**src/design/slx_pkg.sv**
```systemverilog
// Shared types, character constants and token codes for the character stream lexer.
package slx_pkg;

  localparam int LINE_OUT_W   = 20;
  localparam int COLUMN_OUT_W = 16;
  localparam int QUEUE_DEPTH  = 4;
  localparam int QUEUE_PTR_W  = $clog2(QUEUE_DEPTH);
  localparam int QUEUE_CNT_W  = $clog2(QUEUE_DEPTH + 1);

  localparam logic [7:0] CHAR_SLASH      = 8'h2F;
  localparam logic [7:0] CHAR_NEWLINE    = 8'h0A;
  localparam logic [7:0] CHAR_UNDERSCORE = 8'h5F;
  localparam logic [7:0] CHAR_SPACE      = 8'h20;
  localparam logic [7:0] CHAR_TAB        = 8'h09;
  localparam logic [7:0] CHAR_RETURN     = 8'h0D;

  typedef enum logic [2:0] {
    KIND_BEGIN    = 3'd0,
    KIND_CONT     = 3'd1,
    KIND_END_NAME = 3'd2,
    KIND_PUNCT    = 3'd3,
    KIND_EOF      = 3'd4
  } kind_t;

  typedef struct packed {
    logic [7:0] byte_in;
    logic       end_of_input;
  } in_item_t;

  typedef struct packed {
    kind_t                   token_kind;
    logic [7:0]              token_char;
    logic [LINE_OUT_W-1:0]   at_line;
    logic [COLUMN_OUT_W-1:0] at_column;
    logic                    last_of_run;
  } out_item_t;

  typedef struct packed {
    kind_t                   kind;
    logic [7:0]              ch;
    logic [LINE_OUT_W-1:0]   line;
    logic [COLUMN_OUT_W-1:0] column;
  } rec_t;

  typedef struct packed {
    logic two;
    rec_t first;
    rec_t second;
  } job_t;

  typedef struct packed {
    logic valid;
    job_t job;
  } q_entry_t;

  function automatic out_item_t to_out(rec_t r, logic last);
    out_item_t o;
    o.token_kind  = r.kind;
    o.token_char  = r.ch;
    o.at_line     = r.line;
    o.at_column   = r.column;
    o.last_of_run = last;
    return o;
  endfunction

endpackage

```
**src/design/char_stream_lexer.sv**
```systemverilog
// Top level of the character stream lexer: front end, job queue and result sequencer.
// Usage: one source character per item enters on the char channel (char_valid,
// char_stall, char_item with byte_in and end_of_input). Token events leave on the
// token channel (token_valid, token_stall, token_item) in source order; the last
// event caused by a character carries last_of_run.
// With an empty queue, the first result of a character is written into a queue
// slot when the character is accepted and moves from there into the output register,
// so the earliest result handshake follows the input handshake through both registers.
// Throughput: one character per cycle while each causes at most one token and
// token_stall stays low; a character that causes two tokens holds the single output
// register for both in turn. Characters that cause no token never reach the output.
// Reset clears the scanner state, sets line and column to 1, empties the
// four-entry job queue and drops token_valid.
// When the receiver stalls, the output holds its item, the queue fills with
// pending jobs, and char_stall rises once all four entries are occupied.
module char_stream_lexer #(
  parameter int LINE_WIDTH   = 20,
  parameter int COLUMN_WIDTH = 16
) (
  input  logic               clk,
  input  logic               rst,
  input  logic               char_valid,
  output logic               char_stall,
  input  slx_pkg::in_item_t  char_item,
  output logic               token_valid,
  input  logic               token_stall,
  output slx_pkg::out_item_t token_item
);

  slx_pkg::q_entry_t push, head;
  logic              queue_full, pop;

  slx_front #(
    .LINE_WIDTH  (LINE_WIDTH),
    .COLUMN_WIDTH(COLUMN_WIDTH)
  ) u_front (
    .clk       (clk),
    .rst       (rst),
    .char_valid(char_valid),
    .char_stall(char_stall),
    .char_item (char_item),
    .queue_full(queue_full),
    .push      (push)
  );

  slx_queue u_queue (
    .clk (clk),
    .rst (rst),
    .push(push),
    .full(queue_full),
    .pop (pop),
    .head(head)
  );

  slx_back u_back (
    .clk        (clk),
    .rst        (rst),
    .head       (head),
    .pop        (pop),
    .token_valid(token_valid),
    .token_stall(token_stall),
    .token_item (token_item)
  );

endmodule

```
**src/design/slx_front.sv**
```systemverilog
// Scanner front end: accepts characters, tracks position and lexer state, builds result jobs.
module slx_front #(
  parameter int LINE_WIDTH   = 20,
  parameter int COLUMN_WIDTH = 16
) (
  input  logic               clk,
  input  logic               rst,
  input  logic               char_valid,
  output logic               char_stall,
  input  slx_pkg::in_item_t  char_item,
  input  logic               queue_full,
  output slx_pkg::q_entry_t  push
);

  logic                    in_comment, in_comment_next;
  logic                    in_name, in_name_next;
  logic                    slash_held, slash_held_next;
  logic [LINE_WIDTH-1:0]   held_line, held_line_next;
  logic [COLUMN_WIDTH-1:0] held_column, held_column_next;
  logic [LINE_WIDTH-1:0]   line_count, line_count_next;
  logic [COLUMN_WIDTH-1:0] column_count, column_count_next;

  logic       accept;
  logic [7:0] c;
  logic       is_space, is_name, is_slash, is_newline;
  logic       f_emit;
  slx_pkg::rec_t f_rec, cur_eof, held_punct;
  slx_pkg::rec_t rec_first, rec_second;
  logic [1:0]    n_out;

  function automatic slx_pkg::rec_t make_rec(slx_pkg::kind_t k, logic [7:0] ch,
                                             logic [LINE_WIDTH-1:0] l,
                                             logic [COLUMN_WIDTH-1:0] col);
    slx_pkg::rec_t r;
    logic [slx_pkg::LINE_OUT_W+LINE_WIDTH-1:0]     l_ext;
    logic [slx_pkg::COLUMN_OUT_W+COLUMN_WIDTH-1:0] c_ext;
    l_ext    = {{slx_pkg::LINE_OUT_W{1'b0}}, l};
    c_ext    = {{slx_pkg::COLUMN_OUT_W{1'b0}}, col};
    r.kind   = k;
    r.ch     = ch;
    r.line   = l_ext[slx_pkg::LINE_OUT_W-1:0];
    r.column = c_ext[slx_pkg::COLUMN_OUT_W-1:0];
    return r;
  endfunction

  assign c          = char_item.byte_in;
  assign accept     = char_valid && !queue_full;
  assign char_stall = queue_full;

  assign is_space   = (c == slx_pkg::CHAR_SPACE) ||
                      ((c >= slx_pkg::CHAR_TAB) && (c <= slx_pkg::CHAR_RETURN));
  assign is_name    = ((c >= 8'h61) && (c <= 8'h7A)) || ((c >= 8'h41) && (c <= 8'h5A)) ||
                      ((c >= 8'h30) && (c <= 8'h39)) || (c == slx_pkg::CHAR_UNDERSCORE);
  assign is_slash   = (c == slx_pkg::CHAR_SLASH);
  assign is_newline = (c == slx_pkg::CHAR_NEWLINE);

  assign f_emit     = !is_space && !is_slash;
  assign f_rec      = make_rec(is_name ? slx_pkg::KIND_BEGIN : slx_pkg::KIND_PUNCT, c,
                               line_count, column_count);
  assign cur_eof    = make_rec(slx_pkg::KIND_EOF, 8'h00, line_count, column_count);
  assign held_punct = make_rec(slx_pkg::KIND_PUNCT, slx_pkg::CHAR_SLASH,
                               held_line, held_column);

  always_comb begin
    in_comment_next   = in_comment;
    in_name_next      = in_name;
    slash_held_next   = slash_held;
    held_line_next    = held_line;
    held_column_next  = held_column;
    line_count_next   = line_count;
    column_count_next = column_count;
    rec_first         = f_rec;
    rec_second        = f_rec;
    n_out             = 2'd0;

    if (char_item.end_of_input) begin
      if (in_name) begin
        rec_first = make_rec(slx_pkg::KIND_END_NAME, 8'h00, line_count, column_count);
        rec_second = cur_eof;
        n_out = 2'd2;
      end else if (slash_held) begin
        rec_first = held_punct;
        rec_second = cur_eof;
        n_out = 2'd2;
      end else begin
        rec_first = cur_eof;
        n_out = 2'd1;
      end
      in_comment_next   = 1'b0;
      in_name_next      = 1'b0;
      slash_held_next   = 1'b0;
      held_line_next    = LINE_WIDTH'(1);
      held_column_next  = COLUMN_WIDTH'(1);
      line_count_next   = LINE_WIDTH'(1);
      column_count_next = COLUMN_WIDTH'(1);
    end else begin
      if (in_comment) begin
        if (is_newline) begin
          in_comment_next = 1'b0;
        end
      end else if (slash_held) begin
        slash_held_next = 1'b0;
        if (is_slash) begin
          in_comment_next = 1'b1;
        end else begin
          rec_first = held_punct;
          rec_second = f_rec;
          n_out = f_emit ? 2'd2 : 2'd1;
          in_name_next = is_name;
        end
      end else if (in_name) begin
        if (is_name) begin
          rec_first = make_rec(slx_pkg::KIND_CONT, c, line_count, column_count);
          n_out = 2'd1;
        end else begin
          rec_first = make_rec(slx_pkg::KIND_END_NAME, 8'h00, line_count, column_count);
          rec_second = f_rec;
          n_out = f_emit ? 2'd2 : 2'd1;
          in_name_next = 1'b0;
          if (is_slash) begin
            slash_held_next  = 1'b1;
            held_line_next   = line_count;
            held_column_next = column_count;
          end
        end
      end else begin
        rec_first = f_rec;
        n_out = f_emit ? 2'd1 : 2'd0;
        in_name_next = is_name;
        if (is_slash) begin
          slash_held_next  = 1'b1;
          held_line_next   = line_count;
          held_column_next = column_count;
        end
      end

      if (is_newline) begin
        if (line_count != {LINE_WIDTH{1'b1}}) begin
          line_count_next = line_count + 1'b1;
        end
        column_count_next = COLUMN_WIDTH'(1);
      end else if (column_count != {COLUMN_WIDTH{1'b1}}) begin
        column_count_next = column_count + 1'b1;
      end
    end
  end

  assign push.valid      = accept && (n_out != 2'd0);
  assign push.job.two    = (n_out == 2'd2);
  assign push.job.first  = rec_first;
  assign push.job.second = rec_second;

  always_ff @(posedge clk) begin
    if (rst) begin
      in_comment   <= 1'b0;
      in_name      <= 1'b0;
      slash_held   <= 1'b0;
      held_line    <= LINE_WIDTH'(1);
      held_column  <= COLUMN_WIDTH'(1);
      line_count   <= LINE_WIDTH'(1);
      column_count <= COLUMN_WIDTH'(1);
    end else if (accept) begin
      in_comment   <= in_comment_next;
      in_name      <= in_name_next;
      slash_held   <= slash_held_next;
      held_line    <= held_line_next;
      held_column  <= held_column_next;
      line_count   <= line_count_next;
      column_count <= column_count_next;
    end
  end

endmodule

```
**src/design/slx_queue.sv**
```systemverilog
// Short job queue between the scanner front end and the result sequencer.
module slx_queue (
  input  logic              clk,
  input  logic              rst,
  input  slx_pkg::q_entry_t push,
  output logic              full,
  input  logic              pop,
  output slx_pkg::q_entry_t head
);

  slx_pkg::job_t                 slots [slx_pkg::QUEUE_DEPTH];
  logic [slx_pkg::QUEUE_PTR_W-1:0] wr_ptr, rd_ptr;
  logic [slx_pkg::QUEUE_CNT_W-1:0] count;
  logic                            do_push, do_pop;

  assign full       = (count == slx_pkg::QUEUE_CNT_W'(slx_pkg::QUEUE_DEPTH));
  assign head.valid = (count != '0);
  assign head.job   = slots[rd_ptr];
  assign do_push    = push.valid && !full;
  assign do_pop     = pop && head.valid;

  always_ff @(posedge clk) begin
    if (do_push) begin
      slots[wr_ptr] <= push.job;
    end
  end

  always_ff @(posedge clk) begin
    if (rst) begin
      wr_ptr <= '0;
      rd_ptr <= '0;
      count  <= '0;
    end else begin
      if (do_push) begin
        wr_ptr <= wr_ptr + 1'b1;
      end
      if (do_pop) begin
        rd_ptr <= rd_ptr + 1'b1;
      end
      if (do_push && !do_pop) begin
        count <= count + 1'b1;
      end else if (do_pop && !do_push) begin
        count <= count - 1'b1;
      end
    end
  end

  a_no_push_when_full: assert property (@(posedge clk) disable iff (rst)
    push.valid |-> !full) else $error("job pushed into a full queue");

  a_count_bound: assert property (@(posedge clk) disable iff (rst)
    count <= slx_pkg::QUEUE_CNT_W'(slx_pkg::QUEUE_DEPTH)) else $error("queue count overflow");

endmodule

```
**src/design/slx_back.sv**
```systemverilog
// Result sequencer: unpacks queued jobs into single token items behind an output register.
module slx_back (
  input  logic               clk,
  input  logic               rst,
  input  slx_pkg::q_entry_t  head,
  output logic               pop,
  output logic               token_valid,
  input  logic               token_stall,
  output slx_pkg::out_item_t token_item
);

  logic          load;
  logic          sec_valid;
  slx_pkg::rec_t sec_rec;

  assign load = !token_valid || !token_stall;
  assign pop  = load && !sec_valid && head.valid;

  always_ff @(posedge clk) begin
    if (rst) begin
      token_valid <= 1'b0;
      sec_valid   <= 1'b0;
    end else if (load) begin
      if (sec_valid) begin
        token_item  <= slx_pkg::to_out(sec_rec, 1'b1);
        token_valid <= 1'b1;
        sec_valid   <= 1'b0;
      end else if (head.valid) begin
        token_item  <= slx_pkg::to_out(head.job.first, !head.job.two);
        token_valid <= 1'b1;
        sec_rec     <= head.job.second;
        sec_valid   <= head.job.two;
      end else begin
        token_valid <= 1'b0;
      end
    end
  end

  a_second_pending: assert property (@(posedge clk) disable iff (rst)
    sec_valid == (token_valid && !token_item.last_of_run))
    else $error("pending second result out of step with output register");

  a_pop_nonempty: assert property (@(posedge clk) disable iff (rst)
    pop |-> head.valid) else $error("pop from an empty queue");

endmodule
```
**config.mk**
```make
export PLATFORM = sky130hd
export DESIGN_NAME = char_stream_lexer
export DESIGN_NICKNAME = d
export VERILOG_FILES = /design/src/design/slx_pkg.sv /design/src/design/char_stream_lexer.sv /design/src/design/slx_front.sv /design/src/design/slx_queue.sv /design/src/design/slx_back.sv
export SDC_FILE = /design/constraint.sdc
export NUM_CORES = 1
export LEC_CHECK = 0
export BUFFER_PORTS_ARGS = -buffer_cell sky130_fd_sc_hd__buf_2
export CAP_MARGIN = 20
export CORE_UTILIZATION = 61
export DETAILED_ROUTE_END_ITERATION = 8
export PLACE_DENSITY = 0.76
export RECOVER_POWER = 50
export SYNTH_ARGS = -nofsm -noshare
export SYNTH_HDL_FRONTEND = slang
export SYNTH_SLANG_ARGS = --single-unit
```
**constraint.sdc**
```tcl
create_clock -name clk -period 8.6 [get_ports clk]
set_input_delay 1.72 -clock clk [delete_from_list [all_inputs] [get_ports clk]]
set_output_delay 1.72 -clock clk [all_outputs]
set_load 0.02 [all_outputs]
```
After elaboration in Yosys (flattened, before gate mapping):

Memory sizes are Yosys's and may differ from the RTL's. A register that Yosys moved wholly into a read port is not among the register bits.
Index checks and enable logic that the tools add are counted.

* register bits: 179
* bits in writable memories: 380
* bits of input ports: 13
* memories: 1

* $add $sub $neg: 6
* order comparisons: 8
* eq/ne operators: 12
* muxes and demuxes: 68
* bitwise operators: 2
* reductions and logical operators: 41

Memories
* u_queue.slots: depth 4, width 95, read ports 1, clocked after Yosys merged registers in 1, wr ports 1, line slx_queue.sv:11 `slx_pkg::job_t slots [slx_pkg::QUEUE_DEPTH];`

Operator list (number)
* two-way mux 47 bit: 10
* two-way mux 20 bit: 9
* two-way mux 16 bit: 9
* two-way mux 48 bit: 2
* two-way mux 46 bit: 1
* two-way mux 2 bit: 12
* two-way mux 1 bit: 23
* adder 20 x 1 -> 20 bit, second input constant: 1
* inequality test 20 bit, second input constant: 1
* adder 16 x 1 -> 16 bit, second input constant: 1
* equality test 8 x 6 -> 1 bit, second input constant: 2
* greater-or-equal comparator 8 x 7 -> 1 bit, second input constant: 2
* less-or-equal comparator 8 x 7 -> 1 bit, second input constant: 2
* inequality test 16 bit, second input constant: 1
* logical AND 1 bit: 13
* nonzero test 2 bit: 5
* logical NOT 1 bit: 9
* AND reduction 3 bit: 3
* equality test 8 x 4 -> 1 bit, second input constant: 1
* equality test 8 x 7 -> 1 bit, second input constant: 1
* greater-or-equal comparator 8 x 4 -> 1 bit, second input constant: 1
* greater-or-equal comparator 8 x 6 -> 1 bit, second input constant: 1
* less-or-equal comparator 8 x 4 -> 1 bit, second input constant: 1
* less-or-equal comparator 8 x 6 -> 1 bit, second input constant: 1
* other kinds (13): 25

Depth between registers and ports, before layout:

Gate-level depths: netlist of run 1.

* depth after elaboration: 18
* mapped depth: 11

Modules after synthesis:

From an unflattened synthesis of run 1, not the netlist that was laid out.

* cell total of the unflattened synthesis: 1220
* area, all modules: 22350.2 um^2

By module, submodules not included
* slx_queue: instances 1, cells an instance 545, area each 14211.1 um^2, sequential area each 11591.1 um^2
* slx_front: instances 1, cells an instance 514, area each 4360.4 um^2, sequential area each 1501.4 um^2
* slx_back: instances 1, cells an instance 161, area each 3778.6 um^2, sequential area each 2892.8 um^2

Least setup slack after synthesis of run 1:

OpenSTA, ideal clock, no wires.

* path type: input to register
* start point: input port rst
* end point: register, netlist name u_back.token_item[0]
* setup time: 0.526 ns
* arrival: 5.692 ns
* data required time: 8.074 ns
* setup slack: 2.382 ns
* stages: 3
* cells stage by stage: clkbuf_1 clkbuf_1 a211oi_1

* longest elaborated chain between the ends: 2

Ends and longest elaborated chain
* start, declared: line char_stream_lexer.sv:21 `input logic rst,`
* inverter 1 bit (no line)
* AND reduction 3 bit (no line)

No other way between the ends.
A chain may end at the register's enable or synchronous reset.

Worst setup path in the final report of run 1:

* start point: input port char_item[0] (netlist name)
* end point: memory u_queue.slots[2][74] (netlist name) (enable)

* longest elaborated chain between the ends: 6

Ends and longest elaborated chain
* start, declared: line char_stream_lexer.sv:24 `input slx_pkg::in_item_t char_item,`
* two-way mux 2 bit: line slx_front.sv:76 `if (char_item.end_of_input) begin`
* nonzero test 2 bit: line slx_front.sv:148 `assign push.valid = accept && (n_out != 2'd0);`
* logical AND 1 bit: line slx_front.sv:148
* logical AND 1 bit: line slx_queue.sv:19 `assign do_push = push.valid && !full;`
* net u_queue.do_push: line slx_queue.sv:14 `logic do_push, do_pop;`
* two-way mux 1 bit: line slx_queue.sv:23 `if (do_push) begin`
* two-way mux 1 bit (not written as such): line slx_queue.sv:24 `slots[wr_ptr] <= push.job;`
* end, declared: line slx_queue.sv:11

The timed path passes the listed nets, and every way through them passes these cells.

==> results of run 1 <==
[layer usage]
| metal | GRT usage [%] | up-vias | routed length [um] | share of wire [%] |
|---|---|---|---|---|
| li1 | - | 4916 | - | - |
| met1 | 31.44 | 5623 | 16680 | 41 |
| met2 | 40.18 | 313 | 20800 | 51 |
| met3 | 2.804 | 80 | 2192 | 5.4 |
| met4 | 7.568 | 0 | 1081 | 2.7 |
| met5 | 0 | - | 0 | 0 |
[worst min-delay path, cell delays in order, from the launching register on]
cell     delay [ns]
dfxtp_1        0.32
a22oi_1        0.06
nor2_1         0.07
[kinds of logic after synthesis]
| family | count (synthesis) | share of synthesized area [%] |
|---|---|---|
| adder cells (fa/ha/maj) | 10 | 0.6165 |
| flip-flops | 556 | 73.61 |
| AO/OA/AOI/OAI | 143 | 4.502 |
| multiplexers | 181 | 14.37 |
| buffers and inverters | 78 | 1.483 |
| AND/OR/NAND/NOR | 210 | 5.054 |
| XOR/XNOR | 9 | 0.3664 |
[cell usage after synthesis (2+ instances only)]
| cell | instances | area [um^2] |
|---|---|---|
| xnor2_1 | 4 | 35.03 |
| and3_1 | 6 | 37.54 |
| nand2_1 | 41 | 153.9 |
| or3_1 | 13 | 81.33 |
| inv_1 | 16 | 60.06 |
| and2_1 | 13 | 81.33 |
| nand4_1 | 11 | 68.82 |
| clkbuf_1 | 36 | 135.1 |
| dfxtp_1 | 86 | 1722 |
| nand3_1 | 10 | 50.05 |
| mux2_2 | 82 | 923.4 |
| or4_1 | 10 | 75.07 |
| o31ai_1 | 14 | 105.1 |
| mux4_2 | 94 | 2117 |
| nand2b_1 | 8 | 50.05 |
| nor4_1 | 3 | 18.77 |
| xor2_1 | 5 | 43.79 |
| buf_1 | 4 | 15.01 |
| nor2_1 | 68 | 255.2 |
| a21oi_1 | 39 | 195.2 |
| edfxtp_1 | 470 | 14110 |
| and4_1 | 4 | 35.03 |
| a22oi_1 | 35 | 262.8 |
| ha_1 | 9 | 112.6 |
| o21ai_0 | 19 | 95.09 |
| o211ai_1 | 3 | 22.52 |
| nor3_1 | 8 | 40.04 |
| a32oi_1 | 2 | 17.52 |
| a211oi_1 | 3 | 22.52 |
| buf_2 | 21 | 105.1 |
| a21o_1 | 4 | 30.03 |
| nand3b_1 | 2 | 15.01 |
| nor3b_1 | 3 | 22.52 |
| mux2i_1 | 5 | 50.05 |
| or3b_2 | 2 | 17.52 |
| a41o_1 | 3 | 30.03 |
| a31oi_1 | 9 | 56.30 |
[layout make-up]
type	instances	area, um^2
timing repair buffer	77	335.3
multi-input combinational	553	5384
tap	455	569.3
clock buffer	78	1523
inverter	17	63.81
sequential	556	15840
fill	2176	10720
clock inverter	22	195.2
[worst max path at each step]
stage                     slack [ns]                   end    startpoint
after CTS                       3.59  u_queue.slots[3][46]  char_item[0]
after global placement          3.10  u_queue.slots[3][87]  char_item[0]
after floorplan                 2.38  u_back.token_item[0]           rst
after global routing            2.67  u_queue.slots[2][74]  char_item[0]
after detailed placement        3.02  u_queue.slots[2][27]  char_item[0]
final                           2.97  u_queue.slots[2][74]  char_item[0]
[power groups by stage]
stage / registers [W] / clock network (W) / logic (W)
2_1_floorplan: 0.00371 / 0 / 0.000886
3_3_place_gp: 0.00364 / 0 / 0.00132
3_5_place_dp: 0.00366 / 0 / 0.00133
4_1_cts: 0.00361 / 0.00231 / 0.00134
5_1_grt: 0.00366 / 0.00241 / 0.00141
6_report: 0.00361 / 0.00227 / 0.00130
[through the flow]
step / power (W) / hold WS (ns) / instance area, um^2 / utilization, %
floorplan: 0.004596 / 0.4583 / 21510 / -
global placement: 0.004965 / 0.4730 / 22290 / 64.37
detailed placement: 0.004996 / 0.4782 / 22290 / 64.37
CTS: 0.007267 / 0.4991 / 24010 / 69.33
global route: 0.007472 / 0.5223 / 23910 / 69.05
finish: 0.007188 / 0.4937 / 23910 / 69.05
[state kept, by name, indices dropped and copies added (netlist names), named ones only]
signal	count
u_back.token_valid	1
u_front.column_count	16
u_front.line_count	20
u_queue.count	3
u_back.sec_rec	46
u_front.held_line	20
u_front.in_comment	1
u_front.slash_held	1
u_back.sec_valid	1
u_back.token_item	48
u_queue.rd_ptr	2
u_front.in_name	1
u_queue.slots	376
u_front.held_column	16
u_queue.wr_ptr	2
==> impl_metrics.ini, run 1 <==
[status]
status = finished with violations
violations = capacitance limit, slew limit

[power_and_ir_drop]
pwr_density_cell_nw_per_um2 = 300.6
netSwitchingFraction_pct = 25.74
power_frac_comb_pct = 18.2
seqPwrFrac_pct = 50.3
leakagePower_nw = 7.788
p_sw_w = 0.001850
ir_drop_uv = 206.7
pwr-share-clk_pct = 31.6
p_int_w = 0.005338

[critical_path]
crit_path_frequent_cell = nand2_1
path_max_fanout = 62
regToRegSetupSlack_ns = 3.33
crit_type = input port to flop
cpPeakStageDelay_ns = 0.94
crit_path_end_kind = flop
cp_num_cells = 7
crit_family = buffers and inverters
critical_path_required_ns = 8.80
cp_slowest_cell = and2_4
path_cells = clkbuf_1, clkinv_1, nand2_1, nand2_1, o41ai_2, and2_4, buf_4
r2r_end = u_back.token_item[45]
crit_arrival_ns = 5.83
startpoint_type = input port
ff2ff_path_depth = 4
path_buf_inv = 3

[timing]
final.setup.tns_ns = 0
hold_viol_final = 0
period_share_pct = 65.42
min_period_ns = 5.626
finClkSkew_ns = 0.01638
slew_headroom_pct = -143.2
worst_slew_pin_slew_ns = 3.648
max_clock_freq_mhz = 177.7
setup_viol = 0
layout_setup_ws_ns = 2.974
slew_violations = 283
rsz0062_at_grt = false

[die]
dieHeight_um = 189.8
num_rows = 68
core-area_um2 = 34630
start_util_pct = 62.12
dieArea_um2 = 36020
io_pins = 63
die_x_um = 189.8

[global_route]
grt_max_degree = 63
antenna_found_initial = 0
grt_usage_pct = 23.38
grt_pass1_wl_um = 63180
grt_overflow_total = 0
grt_pass1_vias = 10990

[routing]
wl_per_cell_um = 23.18
drc = 0
drtIter0Drc = 875
antenna_left = 0
finalWirelength_um = 40750
vias = 10930
drt-pass1-iter-count = 5
vias_per_cell = 6.218

[clock_tree]
cts_buffer_depth = 3
cts-root-buf = clkbuf_16
worstSkewPairLatency_ns = 0.57
cts.sink_count = 556
clk_pin_slew_ns = 0.06
cts_max_level = 2
cts_resized = 0
holdBufCountCts = 0
cts_setup_buffers = 0
cts-buffers-inserted = 53
cts_tree = done

[yosys]
ys.flop_type = edfxtp_1
async_reset_ff_share_pct = 0
yosys_warnings = 0
synth_edf_count = 470
netlist_area_um2 = 21510
syn_nets = 1210
synth_cells = 1187
yosysSeqAreaShare_pct = 73.61
syn_area_per_cell_um2 = 18.12
ys_types = 59
ys_ff_latch = 556

[final_layout]
num_antenna_cells = 0
final_cell_mix = edfxtp_1, mux4_2, dfxtp_1
drive_above_1_share_pct = 20.49
final_nets = 1281
final_common_cell = edfxtp_1
syn_to_final_growth_pct = 11.14
layout.cells.non_filler = 1758

[placed_design]
dp_hpwl_um = 22020
placedCellCount = 1658
gp_congestion = 0.8876
dp_slack_ns = 3.022
io_buffers = 62

[worst_hold_path]
min_to = u_front.held_column[5]
min_path_cells = 2
min_from = u_front.held_column[5]
worstHoldPathType = flop to flop

[job]
maxCapViolations = 6
(Power assumes the default switching activity.)
==> run 2, diff against run 1 <==
==> constraint.sdc (replaced) <==
create_clock -name clk -period 5.3 [get_ports clk]
set_input_delay 1.06 -clock clk [delete_from_list [all_inputs] [get_ports clk]]
set_output_delay 1.06 -clock clk [all_outputs]
set_load 0.02 [all_outputs]
==> impl_metrics.ini, run 2 (synthesis results as in run 1) <==
[placed_design]
dp_hpwl_um = 22840
gp_congestion = 0.9002
dp_slack_ns = 0.9547
io_buffers = 62

[final_layout]
final_cell_mix = edfxtp_1, mux4_2, dfxtp_1
syn_to_final_growth_pct = 12.55
nFillCells = 2146
reg.largest.list = u_queue.slots (376), u_back.token_item (48), u_back.sec_rec (46)
utilization_pct = 69.92
drive_above_1_share_pct = 21.70
regMostFlops = u_queue.slots
final_nets = 1287
largest_reg_flops = 376
num_antenna_cells = 0
final_common_cell = edfxtp_1

[routing]
vias_per_cell = 6.244
finalWirelength_um = 41590
wl_per_cell_um = 23.58
drtIter0Drc = 1106
drc = 0
drt-pass1-iter-count = 5
antenna_left = 0
vias = 11010

[die]
io_pins = 63
dieHeight_um = 189.8
num_rows = 68
dieArea_um2 = 36020
core-area_um2 = 34630
start_util_pct = 62.12
die_x_um = 189.8

[timing]
rsz0062_at_grt = false
final.setup.tns_ns = 0
slew_violations = 284
max_clock_freq_mhz = 228.5
slew_headroom_pct = -124.0
layout_setup_ws_ns = 0.9240
worst_slew_pin_slew_ns = 3.360
holdWs_ns = 0.4916
hold_viol_final = 0
finClkSkew_ns = 0.02390
min_period_ns = 4.376
period_share_pct = 82.57
setup_viol = 0

[power_and_ir_drop]
finalPower_w = 0.01208
p_int_w = 0.009054
pwr_density_cell_nw_per_um2 = 498.9
ir_drop_uv = 348.8
p_sw_w = 0.003025
seqPwrFrac_pct = 48.1
power_frac_comb_pct = 18.2
leakagePower_nw = 7.944
pwr-share-clk_pct = 33.7
netSwitchingFraction_pct = 25.04

[global_route]
grt_overflow_total = 0
antenna_found_initial = 0
grt_util_met3_pct = 3.394
grt_use_met1_pct = 32.74
grt_pass1_vias = 11190
grt_usage_pct = 23.99
grt_pass1_wl_um = 64630
grt_max_degree = 95
grt_busiest_layer = met2
grt_use_met2_pct = 40.90

[clock_tree]
cts_max_level = 2
cts_buffer_depth = 3
cts.sink_count = 556
cts-root-buf = clkbuf_16
cts_resized = 0
cts_setup_buffers = 0
holdBufCountCts = 0
worstSkewPairLatency_ns = 0.58
cts-buffers-inserted = 53
cts_tree = done
clk_pin_slew_ns = 0.06

[critical_path]
setup.worst_path.start = char_item[7]
crit_path_end_kind = flop
crit_type = input port to flop
crit_arrival_ns = 4.86
ff2ff_path_depth = 3
startpoint_type = input port
path_max_fanout = 36
cp-endpoint = u_front.held_column[15]
r2r_end = u_back.token_item[36]
regToRegSetupSlack_ns = 1.19
critical_path_required_ns = 5.78

[job]
maxCapViolations = 7

[worst_hold_path]
worstHoldPathType = flop to flop

[status]
violations = capacitance limit, slew limit
status = finished with violations
run 2: layer usage:
| metal | routed length [um] | vias to the layer above |
|---|---|---|
| met5 | 0 | - |
| met4 | 907 | 0 |
| met3 | 2214 | 68 |
| met2 | 21440 | 348 |
| met1 | 17020 | 5673 |
| li1 | - | 4925 |
run 2: worst min-delay path by stage:
stage / startpoint / to / cells after the start
global placement: u_front.held_column[4] / u_front.held_column[4] / 2
floorplan: u_front.line_count[6] / u_queue.slots[0][22] / 0
detailed placement: u_front.held_column[4] / u_front.held_column[4] / 2
global route: u_front.held_line[10] / u_front.held_line[10] / 2
finish: u_front.held_line[14] / u_front.held_line[14] / 2
CTS: u_front.held_column[13] / u_front.held_column[13] / 2
run 2: power groups by stage:
stage          logic [W]  clock network, W  registers [W]
3_5_place_dp     0.00228                 0        0.00589
6_report         0.00220           0.00407        0.00581
3_3_place_gp     0.00226                 0        0.00586
2_1_floorplan    0.00144                 0        0.00601
5_1_grt          0.00239           0.00429        0.00587
4_1_cts          0.00230           0.00413        0.00581
run 2: critical path, cell delays in order:
cell and delay, ns:
clkbuf_1 0.13, or4b_1 0.61, nor4_1 0.43, and3_1 0.25, clkbuf_1 1.79, a22oi_1 0.33, nor2_1 0.24
run 2: through the flow:
step                instances  area, um^2
finish                   1764       24210
CTS                      1764       24380
global route             1764       24210
detailed placement       1664       22450
global placement         1664       22450
floorplan                1187       21520
run 2: cell type report:
class / instances / area [um^2] / area share [%]
Sequential cell: 556 / 15840 / 65.44
Multi-Input combinational cell: 553 / 5326 / 22.00
Clock buffer: 77 / 1590 / 6.568
Tap cell: 455 / 569.3 / 2.351
Timing Repair Buffer: 83 / 479.2 / 1.979
Clock inverter: 23 / 339.1 / 1.400
Inverter: 17 / 63.81 / 0.2636
==> run 3, diff against run 2 <==
==> constraint.sdc (replaced) <==
create_clock -name clk -period 4.3 [get_ports clk]
set_input_delay 0.86 -clock clk [delete_from_list [all_inputs] [get_ports clk]]
set_output_delay 0.86 -clock clk [all_outputs]
set_load 0.02 [all_outputs]
==> impl_metrics.ini, run 3 (synthesis results as in run 1) <==
[status]
status = finished with violations
violations = capacitance limit, slew limit

[timing]
worst_slew_pin_slew_ns = 2.273
finClkSkew_ns = 0.02090
slew_headroom_pct = -51.51
slew_violations = 43
rsz0062_at_grt = false
min_period_ns = 3.425
layout_setup_ws_ns = 0.8747
setup_viol = 0
period_share_pct = 79.66
max_clock_freq_mhz = 291.9
hold_viol_final = 0
final.setup.tns_ns = 0

[global_route]
grt_overflow_total = 0
grt_usage_pct = 23.86
grt_pass1_wl_um = 64490
grt_max_degree = 53
grt_pass1_vias = 11250
antenna_found_initial = 0

[routing]
finalWirelength_um = 41310
vias = 10950
drt-pass1-iter-count = 5
vias_per_cell = 6.187
wl_per_cell_um = 23.35
antenna_left = 0
drc = 0
drtIter0Drc = 1100

[die]
dieArea_um2 = 36020
start_util_pct = 62.12
dieHeight_um = 189.8
die_x_um = 189.8
num_rows = 68
core-area_um2 = 34630
io_pins = 63

[power_and_ir_drop]
finalPower_w = 0.01466
pwr_density_cell_nw_per_um2 = 605.2
ir_drop_uv = 436.3
leakagePower_nw = 7.942

[clock_tree]
cts_buffer_depth = 3
cts_max_level = 2
clk_pin_slew_ns = 0.06
cts-root-buf = clkbuf_16
cts-buffers-inserted = 53
worstSkewPairLatency_ns = 0.57
cts_resized = 0
cts.sink_count = 556
cts_setup_buffers = 0
cts_tree = done
holdBufCountCts = 0

[critical_path]
crit_path_end_kind = flop
worstReg2RegStart = u_queue.count[0]
path_cells = clkbuf_1, clkbuf_1, o211ai_1, o41ai_1, buf_4, and2_0, buf_12
cpPeakStageDelay_ns = 0.85
crit_path_frequent_cell = clkbuf_1
path_max_fanout = 50
path_buf_inv = 4
critical_path_required_ns = 4.52
crit_type = input port to flop
setup.worst_path.start = char_item[0]
startpoint_type = input port
crit_family = buffers and inverters
crit_arrival_ns = 3.65
cp_slowest_cell = and2_0

[final_layout]
drive_above_1_share_pct = 22.45
utilization_pct = 69.96
regMostFlops = u_queue.slots
nFillCells = 2093
syn_to_final_growth_pct = 12.62
num_antenna_cells = 0
reg.largest.list = u_queue.slots (376), u_back.token_item (48), u_back.sec_rec (46)
final_nets = 1293
final_cell_mix = edfxtp_1, mux4_2, dfxtp_1
largest_reg_flops = 376
final_common_cell = edfxtp_1

[worst_hold_path]
worstHoldPathType = flop to flop
min_from = u_front.held_column[1]

[placed_design]
gp_congestion = 0.8490
dp_hpwl_um = 22230
io_buffers = 62
dp_slack_ns = 0.9161

[job]
maxCapViolations = 1
## run 3: changes by cell type in the layout (fill, tap and decap cells not counted), moves of 4 or more
cell and change:
buf_4 +4, clkbuf_1 -4, mux2_1 -4, mux2_2 +4
## run 3: final cells by class
cell class              instances  area [um^2]  area share, %
multi-input cells             553         5348          22.07
well taps                     455        569.3          2.350
clock buffers                  73         1545          6.378
flip-flops and latches        556        15840          65.39
repair buffers                 89        568.0          2.345
inverters                      17        63.81         0.2634
clock inverters                26        291.5          1.203
## run 3: final timing paths
path	endpoint	cells past startpoint	slack, ns
max	u_queue.slots[1][58]	7	0.87
min	u_front.held_column[1]	2	0.49
max reg2reg	u_queue.slots[1][58]	8	1.03
min reg2reg	u_front.held_column[1]	2	0.49
## run 3: worst min-delay path: cells and delay by family (launching register included)
| family | cells | cell delay [ns] |
|---|---|---|
| flip-flops | 1 | 0.32 |
| AND/OR/NAND/NOR | 1 | 0.07 |
| AO/OA/AOI/OAI | 1 | 0.06 |
## run 3: report_power, final
part | switching, W | internal [W] | total, W | leakage, nW
clock | 0.00191 | 0.00287 | 0.00478 | 0.907
sequential | 0.000350 | 0.00688 | 0.00723 | 5.16
combinational | 0.00147 | 0.00118 | 0.00265 | 1.87
total | 0.00373 | 0.0109 | 0.0147 | 7.94
## run 3: stage by stage
stage	hold WS (ns)	instance area, um^2	instances
2_1_floorplan	0.4583	21520	1187
3_3_place_gp	0.4730	22520	1670
3_5_place_dp	0.4797	22520	1670
4_1_cts	0.4982	24360	1769
5_1_grt	0.5187	24230	1769
6_report	0.4928	24230	1769
## run 3: layer usage
metal  GRT usage (%)  routed length [um]  up-vias
li1                -                   -     4929
met4           6.607                 796        0
met1           32.44               17120     5590
met5               0                   0        -
met3           3.247                2325       60
met2           40.83               21070      366
